--- src/sv/lcd_mode_line_timing_fsm_macros.svh ---
// Assertion helpers shared by the LCD timing block.
// Both sample on the rising edge of clk and stay quiet while arst_n is low.
`ifndef LCD_MODE_LINE_TIMING_FSM_MACROS_SVH
`define LCD_MODE_LINE_TIMING_FSM_MACROS_SVH

// A property that must hold at every sampled edge out of reset.
`define LMLT_ASSERT(label, prop, msg) \
	label: assert property (@(posedge clk) disable iff (!arst_n) (prop)) else $error(msg);

// A condition that must be followed by another one in the next cycle.
`define LMLT_ASSERT_NEXT(label, cause, effect, msg) \
	label: assert property (@(posedge clk) disable iff (!arst_n) \
		(cause) |=> (effect)) else $error(msg);

`endif

--- src/sv/lmlt_pkg.sv ---
`default_nettype none

package lmlt_pkg;

	// LCD controller modes, encoded as they appear in the status byte.
	typedef enum logic [1:0] {
		MODE_HBLANK = 2'd0,
		MODE_VBLANK = 2'd1,
		MODE_OAM    = 2'd2,
		MODE_XFER   = 2'd3
	} mode_t;

	// Frame geometry.
	localparam logic [7:0] VISIBLE_LINES = 8'd144;
	localparam logic [8:0] LAST_LINE     = 9'd153;

	// Length of each mode in machine cycles.
	localparam logic [9:0] CYC_OAM    = 10'd80;
	localparam logic [9:0] CYC_XFER   = 10'd172;
	localparam logic [9:0] CYC_HBLANK = 10'd204;
	localparam logic [9:0] CYC_LINE   = 10'd456;

	// Register settings seen by the timing core.
	typedef struct packed {
		logic [7:0] line_compare;
		logic       coincidence_irq_enable;
		logic       tiles_only;
	} cfg_t;

	// One result, first field in the highest bits.
	typedef struct packed {
		logic       oam_access_ok;
		logic       vram_access_ok;
		logic       frame_draw;
		logic       render_line;
		logic       coincidence_irq;
		logic       vblank_irq;
		logic [7:0] status_byte;
		logic [7:0] line;
		logic [1:0] mode;
	} result_t;

endpackage

`default_nettype wire

--- src/sv/lmlt_cfg.sv ---
`default_nettype none

module lmlt_cfg (
	input  wire logic         clk,
	input  wire logic         arst_n,
	input  wire logic         psel,
	input  wire logic         penable,
	input  wire logic         pwrite,
	input  wire logic [3:0]   paddr,
	input  wire logic [31:0]  pwdata,
	output logic [31:0]       prdata,
	output logic              pready,
	output lmlt_pkg::cfg_t    cfg
);
	import lmlt_pkg::*;

	localparam logic [1:0] REG_LINE_COMPARE = 2'd0;
	localparam logic [1:0] REG_COIN_ENABLE  = 2'd1;
	localparam logic [1:0] REG_TILES_ONLY   = 2'd2;

	logic       wr_en;
	logic [1:0] reg_idx;
	cfg_t       cfg_q;

	assign pready  = 1'b1;
	assign wr_en   = psel && penable && pwrite && pready;
	assign reg_idx = paddr[3:2];
	assign cfg     = cfg_q;

	// Register writes; an address past the list is ignored.
	always_ff @(posedge clk or negedge arst_n) begin
		if (!arst_n) begin
			cfg_q <= '0;
		end else if (wr_en) begin
			unique case (reg_idx)
				REG_LINE_COMPARE: cfg_q.line_compare <= pwdata[7:0];
				REG_COIN_ENABLE:  cfg_q.coincidence_irq_enable <= pwdata[0];
				REG_TILES_ONLY:   cfg_q.tiles_only <= pwdata[0];
				default: ;
			endcase
		end
	end

	// Read back, zero extended.
	always_comb begin
		unique case (reg_idx)
			REG_LINE_COMPARE: prdata = {24'd0, cfg_q.line_compare};
			REG_COIN_ENABLE:  prdata = {31'd0, cfg_q.coincidence_irq_enable};
			REG_TILES_ONLY:   prdata = {31'd0, cfg_q.tiles_only};
			default:          prdata = '0;
		endcase
	end

endmodule

`default_nettype wire

--- src/sv/lmlt_core.sv ---
`default_nettype none

module lmlt_core (
	input  wire logic          clk,
	input  wire logic          arst_n,
	input  wire logic          step_en,
	input  wire logic [7:0]    cycles,
	input  wire lmlt_pkg::cfg_t cfg,
	output lmlt_pkg::result_t  result
);
	import lmlt_pkg::*;

	mode_t      mode_q, mode_n;
	logic [7:0] line_q, line_n;
	logic [9:0] count_q, count_n;
	logic       seen_q, seen_n;
	logic [9:0] sum;
	logic [7:0] line_inc;
	logic [8:0] line_wide;
	logic       vbl_enter;
	logic       hbl_enter;
	logic       coin;

	assign sum       = count_q + {2'd0, cycles};
	assign line_inc  = line_q + 8'd1;
	assign line_wide = {1'b0, line_q} + 9'd1;

	// Next state: at most one mode change per step, surplus cycles dropped.
	always_comb begin
		mode_n    = mode_q;
		line_n    = line_q;
		count_n   = sum;
		seen_n    = seen_q;
		vbl_enter = 1'b0;
		hbl_enter = 1'b0;
		unique case (mode_q)
			MODE_HBLANK: begin
				if (sum >= CYC_HBLANK) begin
					count_n = '0;
					line_n  = line_inc;
					if (line_inc == VISIBLE_LINES) begin
						mode_n    = MODE_VBLANK;
						seen_n    = 1'b1;
						vbl_enter = 1'b1;
					end else begin
						mode_n = MODE_OAM;
					end
				end
			end
			MODE_VBLANK: begin
				if (sum >= CYC_LINE) begin
					count_n = '0;
					if (line_wide > LAST_LINE) begin
						mode_n = MODE_OAM;
						line_n = '0;
					end else begin
						line_n = line_wide[7:0];
					end
				end
			end
			MODE_OAM: begin
				if (sum >= CYC_OAM) begin
					count_n = '0;
					mode_n  = MODE_XFER;
				end
			end
			MODE_XFER: begin
				if (sum >= CYC_XFER) begin
					count_n   = '0;
					mode_n    = MODE_HBLANK;
					hbl_enter = 1'b1;
				end
			end
			default: ;
		endcase
	end

	// Result fields, all taken from the state after the step.
	always_comb begin
		coin                   = (line_n == cfg.line_compare);
		result.mode            = mode_n;
		result.line            = line_n;
		result.status_byte     = {1'b0, cfg.coincidence_irq_enable, 1'b0, seen_n,
			1'b0, coin, mode_n};
		result.vblank_irq      = vbl_enter;
		result.coincidence_irq = coin && cfg.coincidence_irq_enable;
		result.render_line     = hbl_enter && !cfg.tiles_only;
		result.frame_draw      = vbl_enter && cfg.tiles_only;
		result.vram_access_ok  = (mode_n != MODE_XFER);
		result.oam_access_ok   = !(mode_n == MODE_OAM || mode_n == MODE_XFER);
	end

	// Timing state advances once per request.
	always_ff @(posedge clk or negedge arst_n) begin
		if (!arst_n) begin
			mode_q  <= MODE_OAM;
			line_q  <= '0;
			count_q <= '0;
			seen_q  <= 1'b0;
		end else if (step_en) begin
			mode_q  <= mode_n;
			line_q  <= line_n;
			count_q <= count_n;
			seen_q  <= seen_n;
		end
	end

endmodule

`default_nettype wire

--- src/sv/lcd_mode_line_timing_fsm.sv ---
// Channel   Direction  Payload
// s_*       in         cycles (8 bits)
// m_*       out        mode, line, status byte, requests, access flags (24 bits)
// APB       in/out     line_compare, coincidence_irq_enable, tiles_only
//
// One request is taken every clock while s_tready is high. An accepted request
// waits in the input register and moves on into the result register when the
// result slot is free; its result is offered from there.
// arst_n clears the timing state, the configuration registers and both valid flags.
// A stalled result holds; the input register keeps filling behind it and
// s_tready drops only when both registers are full and m_tready is low.
`default_nettype none
`include "lcd_mode_line_timing_fsm_macros.svh"

module lcd_mode_line_timing_fsm (
	input  wire logic        clk,
	input  wire logic        arst_n,
	input  wire logic        s_tvalid,
	output logic             s_tready,
	input  wire logic [7:0]  s_tdata,  // [7:0] cycles
	output logic             m_tvalid,
	input  wire logic        m_tready,
	// [1:0] mode, [9:2] line, [17:10] status_byte, [18] vblank_irq,
	// [19] coincidence_irq, [20] render_line, [21] frame_draw,
	// [22] vram_access_ok, [23] oam_access_ok
	output logic [23:0]      m_tdata,
	input  wire logic        psel,
	input  wire logic        penable,
	input  wire logic        pwrite,
	input  wire logic [3:0]  paddr,
	input  wire logic [31:0] pwdata,
	output logic [31:0]      prdata,
	output logic             pready
);
	import lmlt_pkg::*;

	cfg_t       cfg;
	result_t    result;
	result_t    result_q;
	logic [7:0] cycles_s1;
	logic       valid_s1;
	logic       out_valid_q;
	logic       advance;
	logic       s_accept;

	lmlt_cfg u_cfg (
		.clk     (clk),
		.arst_n  (arst_n),
		.psel    (psel),
		.penable (penable),
		.pwrite  (pwrite),
		.paddr   (paddr),
		.pwdata  (pwdata),
		.prdata  (prdata),
		.pready  (pready),
		.cfg     (cfg)
	);

	lmlt_core u_core (
		.clk     (clk),
		.arst_n  (arst_n),
		.step_en (advance),
		.cycles  (cycles_s1),
		.cfg     (cfg),
		.result  (result)
	);

	// Handshake: the staged request moves on whenever the result slot frees up.
	assign advance  = valid_s1 && (!out_valid_q || m_tready);
	assign s_tready = !valid_s1 || advance;
	assign s_accept = s_tvalid && s_tready;
	assign m_tvalid = out_valid_q;
	assign m_tdata  = result_q;

	// Input register.
	always_ff @(posedge clk or negedge arst_n) begin
		if (!arst_n) begin
			valid_s1 <= 1'b0;
		end else begin
			valid_s1 <= s_accept || (valid_s1 && !advance);
		end
	end

	always_ff @(posedge clk) begin
		if (s_accept) begin
			cycles_s1 <= s_tdata;
		end
	end

	// Result register.
	always_ff @(posedge clk or negedge arst_n) begin
		if (!arst_n) begin
			out_valid_q <= 1'b0;
		end else begin
			out_valid_q <= advance || (out_valid_q && !m_tready);
		end
	end

	always_ff @(posedge clk) begin
		if (advance) begin
			result_q <= result;
		end
	end

	// Checks on the result stream and the handoff between stages.
	`LMLT_ASSERT(a_vbl_at_first_blank_line, !(m_tvalid && result_q.vblank_irq) ||
		(result_q.mode == MODE_VBLANK && result_q.line == VISIBLE_LINES),
		"vblank request without entering vblank at the first blank line")
	`LMLT_ASSERT(a_render_in_hblank, !(m_tvalid && result_q.render_line) ||
		(result_q.mode == MODE_HBLANK && !result_q.frame_draw),
		"render request outside hblank")
	`LMLT_ASSERT(a_status_mode, !m_tvalid ||
		(result_q.status_byte[1:0] == result_q.mode &&
		result_q.vram_access_ok == (result_q.mode != MODE_XFER)),
		"status byte or access flag disagrees with mode")
	`LMLT_ASSERT_NEXT(a_step_lands, advance, m_tvalid,
		"a stepped request did not reach the result register")

endmodule

`default_nettype wire

--- config.mk ---
export PLATFORM = sky130hd
export DESIGN_NAME = lcd_mode_line_timing_fsm
export DESIGN_NICKNAME = d
export VERILOG_FILES = /design/src/sv/lmlt_pkg.sv /design/src/sv/lmlt_cfg.sv /design/src/sv/lmlt_core.sv /design/src/sv/lcd_mode_line_timing_fsm.sv
export VERILOG_INCLUDE_DIRS = /design/src /design/src/sv
export SDC_FILE = /design/constraint.sdc
export NUM_CORES = 1
export LEC_CHECK = 0
export BUFFER_PORTS_ARGS = -buffer_cell sky130_fd_sc_hd__buf_2
export CAP_MARGIN = 40
export CORE_MARGIN = 5
export CORE_UTILIZATION = 54
export DETAILED_ROUTE_END_ITERATION = 6
export PLACE_DENSITY = 0.81
export SETUP_SLACK_MARGIN = 0.02
export SYNTH_ARGS = -nofsm -noshare
export SYNTH_HDL_FRONTEND = slang
export SYNTH_HIERARCHICAL = 1
export SYNTH_SLANG_ARGS = --single-unit
--- constraint.sdc ---
create_clock -name clk -period 3.9 [get_ports clk]
set_input_delay 0 -clock clk [delete_from_list [all_inputs] [get_ports clk]]
set_output_delay 0 -clock clk [all_outputs]
set_load 0.005 [all_outputs]
==> results.toml <==
[floorplan]
initial_core_util = 0.5559
die_x_um = 99.19
placeableCoreArea_sq_mm = 0.007727
die_area_sq_mm = 0.009838
boundaryPins = 110
die_h_um = 99.19
core.rowCount = 32

[synthesis]
synthCells = 422
yosysTopAreaCell = "edfxtp_1"
synth-main-ff-cell = "edfxtp_1"
synth_most_common_cell = "buf_4"
synth_area_leaders = "edfxtp_1, dfrtp_1, buf_4"
synth_common_cells = "buf_4, dfrtp_1, edfxtp_1"
synthArstFlopShare = 0.5077
synth.yosys.seq_area_share = 0.4163
ys_warn_count = 6
synth_area_sq_mm = 0.004295
synth_area_per_cell_sq_um = 10.18
synth_seq_cells = 65
synth-edff-count = 32
netlist.area_leader.share = 0.2237
yosysUniqueCellTypes = 89

[clocking]
clock-sinks = 65
cts_tree = "yes"
ctsLongestPathBuffers = 2
cts.clk_slew.worst_paths_ns = 0.08
cts_root_buffer = "clkbuf_8"
cts_setup_buffers = 0
htreeDepth = 3
numCtsBuffers = 9
insertion_delay_ns = 0.34

[sta]
layout_min_cycle_time_ns = 3.680
finalSetupTns_ns = 0
worstMarginPinSlew_ns = 0.7722
hold_viol_final = 0
fmax_mhz = 271.7
relSlewSlack = 0.4852
rsz0062_at_grt = "false"
slew_viol_final = 0
finalCritPeriodShare = 0.9436
setup_viol = 0
clock_skew_ns = 0.01118
fin_ws_ns = 0.2199

[worst_hold_path]
worstHoldPathCells = 3
hp-class = "input pin to flop"
hold_path_end = "u_cfg/cfg[1]"
hp-start = "paddr[3]"

[critical_path]
regToRegSetupSlack_ns = 0.22
r2r-end = "m_tdata[12]"
r2r_cells = 13
cp-end-kind = "flop"
r2r-start = "u_core/count_q[0]"
crit_type = "flop to flop"
cp-start-kind = "flop"
worst_ep_required_time_ns = 4.07
cp.arrival_ns = 3.85
worstPathMaxFanout = 7

[detailed_routing]
dr.first_iter.drc_count = 231
drt-total-wl_um = 10190
via_per_inst = 5.843
via_count = 3541
routedWlPerCell_um = 16.82
drc = 0
firstDrtPassIters = 5
postRouteAntennaNets = 0

[power_and_ir_drop]
power.density_mw_per_mm2 = 772.2
p_leak_nw = 2.147
power_mw = 3.857
switching_share = 0.4412
seq_power_share = 0.296
switching_power_mw = 1.702
p_int_mw = 2.155
ir_drop_uv = 345.2
comb_power_share = 0.552
p_clk_frac = 0.152

[run_status]
run_status = "complete, no violations"

[place]
gp_congestion = 0.8763
io_buffers = 58
hpwl_um = 7404
place_inst = 570
placed_cell_area_sq_mm = 0.004568
preCtsSetupSlack_ns = 0.1311

[grt]
track_usage = 0.2100
overflow = 0
grt_max_degree = 34
grt_pass1_vias = 3397
grt_pass1_wl_um = 16800
antenna_found_initial = 0

[cells_and_area]
fin_cells = 606
final_layout_size_suffix_gt1_frac = 0.2659
antenna_cells = 0
nets = 561
num-fill-cells = 625
syn_to_final_growth_pct = 16.28
design_area_sq_mm = 0.004995

[job]
drv_cap = 0
[per-stage QoR]
step                      hold WS (ns)    util
after floorplan                -0.2956       -
after global placement          0.1181  0.5912
after detailed placement        0.1272  0.5912
after CTS                       0.1138  0.6431
after global routing            0.1156  0.6464
final                           0.1274  0.6464
[cells in the final DEF, fill, tap and decap left out, types with 5 or more instances in the layout]
| cell | count |
|---|---|
| edfxtp_1 | 32 |
| dfrtp_1 | 32 |
| conb_1 | 28 |
| and3_1 | 5 |
| inv_1 | 22 |
| clkbuf_8 | 9 |
| nor3_1 | 5 |
| o22ai_1 | 9 |
| buf_2 | 58 |
| nor2_1 | 25 |
| xnor2_1 | 8 |
| buf_4 | 14 |
| xor2_1 | 5 |
| dlygate4sd3_1 | 20 |
| a21o_1 | 5 |
| mux2_2 | 15 |
| nand3_1 | 16 |
| o21ai_0 | 14 |
| nand2b_1 | 5 |
| ha_1 | 10 |
| nand2_1 | 24 |
| o211ai_1 | 7 |
| and2_1 | 11 |
| a21oi_1 | 14 |
| o21ai_1 | 6 |
[worst max-delay path, cell delays in order, from the launching register on]
cell	delay, ns
dfrtp_1	0.36
ha_1	0.17
inv_1	0.06
fa_1	0.42
nor2b_2	0.20
o311ai_2	0.14
nand3b_1	0.16
or3b_4	0.47
o31a_4	0.35
o22ai_4	0.28
a221oi_2	0.14
a22oi_1	0.20
nand4b_1	0.22
nor4b_2	0.33
[sequential cells by signal, indices dropped and copies added (netlist names)]
register and count:
cycles_s1 8, m_tdata 24, m_tvalid 1, u_cfg/cfg 10, u_core/count_q 10, u_core/line_q 8
u_core/mode_q 2, u_core/seen_q 1, valid_s1 1
[how the worst max path moves through the flow]
stage / start / endpoint / cells after the start
floorplan: u_core/count_q[0] / m_tdata[12] / 15
detailed placement: u_core/count_q[0] / m_tdata[12] / 13
CTS: u_core/count_q[0] / m_tdata[12] / 13
global placement: u_core/count_q[0] / m_tdata[12] / 13
global route: cycles_s1[6] / m_tdata[12] / 11
finish: u_core/count_q[0] / m_tdata[12] / 13
[repair_timing]
action	in CTS	in global routing
setup endpoints to repair	0	2
resized for setup	0	4
hold endpoints to repair	52	0
hold buffers	20	0
[power groups by stage]
| stage | Sequential, mW | Combinational (mW) | Clock (mW) |
|---|---|---|---|
| 2_1_floorplan | 1.06 | 1.57 | 0 |
| 3_3_place_gp | 1.14 | 1.97 | 0 |
| 3_5_place_dp | 1.15 | 2.01 | 0 |
| 4_1_cts | 1.14 | 2.04 | 0.599 |
| 5_1_grt | 1.17 | 2.32 | 0.632 |
| 6_report | 1.14 | 2.13 | 0.585 |
[area by class of cell]
cell class / count / area (sq um) / share of cell area
inverter: 23 / 86.33 / 0.01728
timing repair buffer: 92 / 595.6 / 0.1192
clock buffer: 9 / 123.9 / 0.02480
multi-input combinational: 308 / 2196 / 0.4396
tap: 102 / 127.6 / 0.02555
clock inverter: 7 / 77.57 / 0.01553
sequential: 65 / 1788 / 0.3580
[cell families after synthesis]
logic type | after synthesis | share of synthesized area
xor gates and xnor gates | 14 | 0.02855
adders and majority gates | 11 | 0.03379
other | 3 | 0.002621
and+or+nand+nor | 131 | 0.1754
muxes | 19 | 0.04865
buffers and inverters | 74 | 0.1005
DFF | 65 | 0.4163
AOI/OAI and AO/OA | 105 | 0.1943
[layer usage]
metal | up-vias | GRT usage | routed length (um)
li1 | 1651 | - | -
met1 | 1703 | 0.2949 | 4556
met2 | 163 | 0.3342 | 4789
met3 | 24 | 0.04208 | 689
met4 | 0 | 0.05252 | 155
met5 | - | 0 | 0
(Power assumes the default switching activity.)
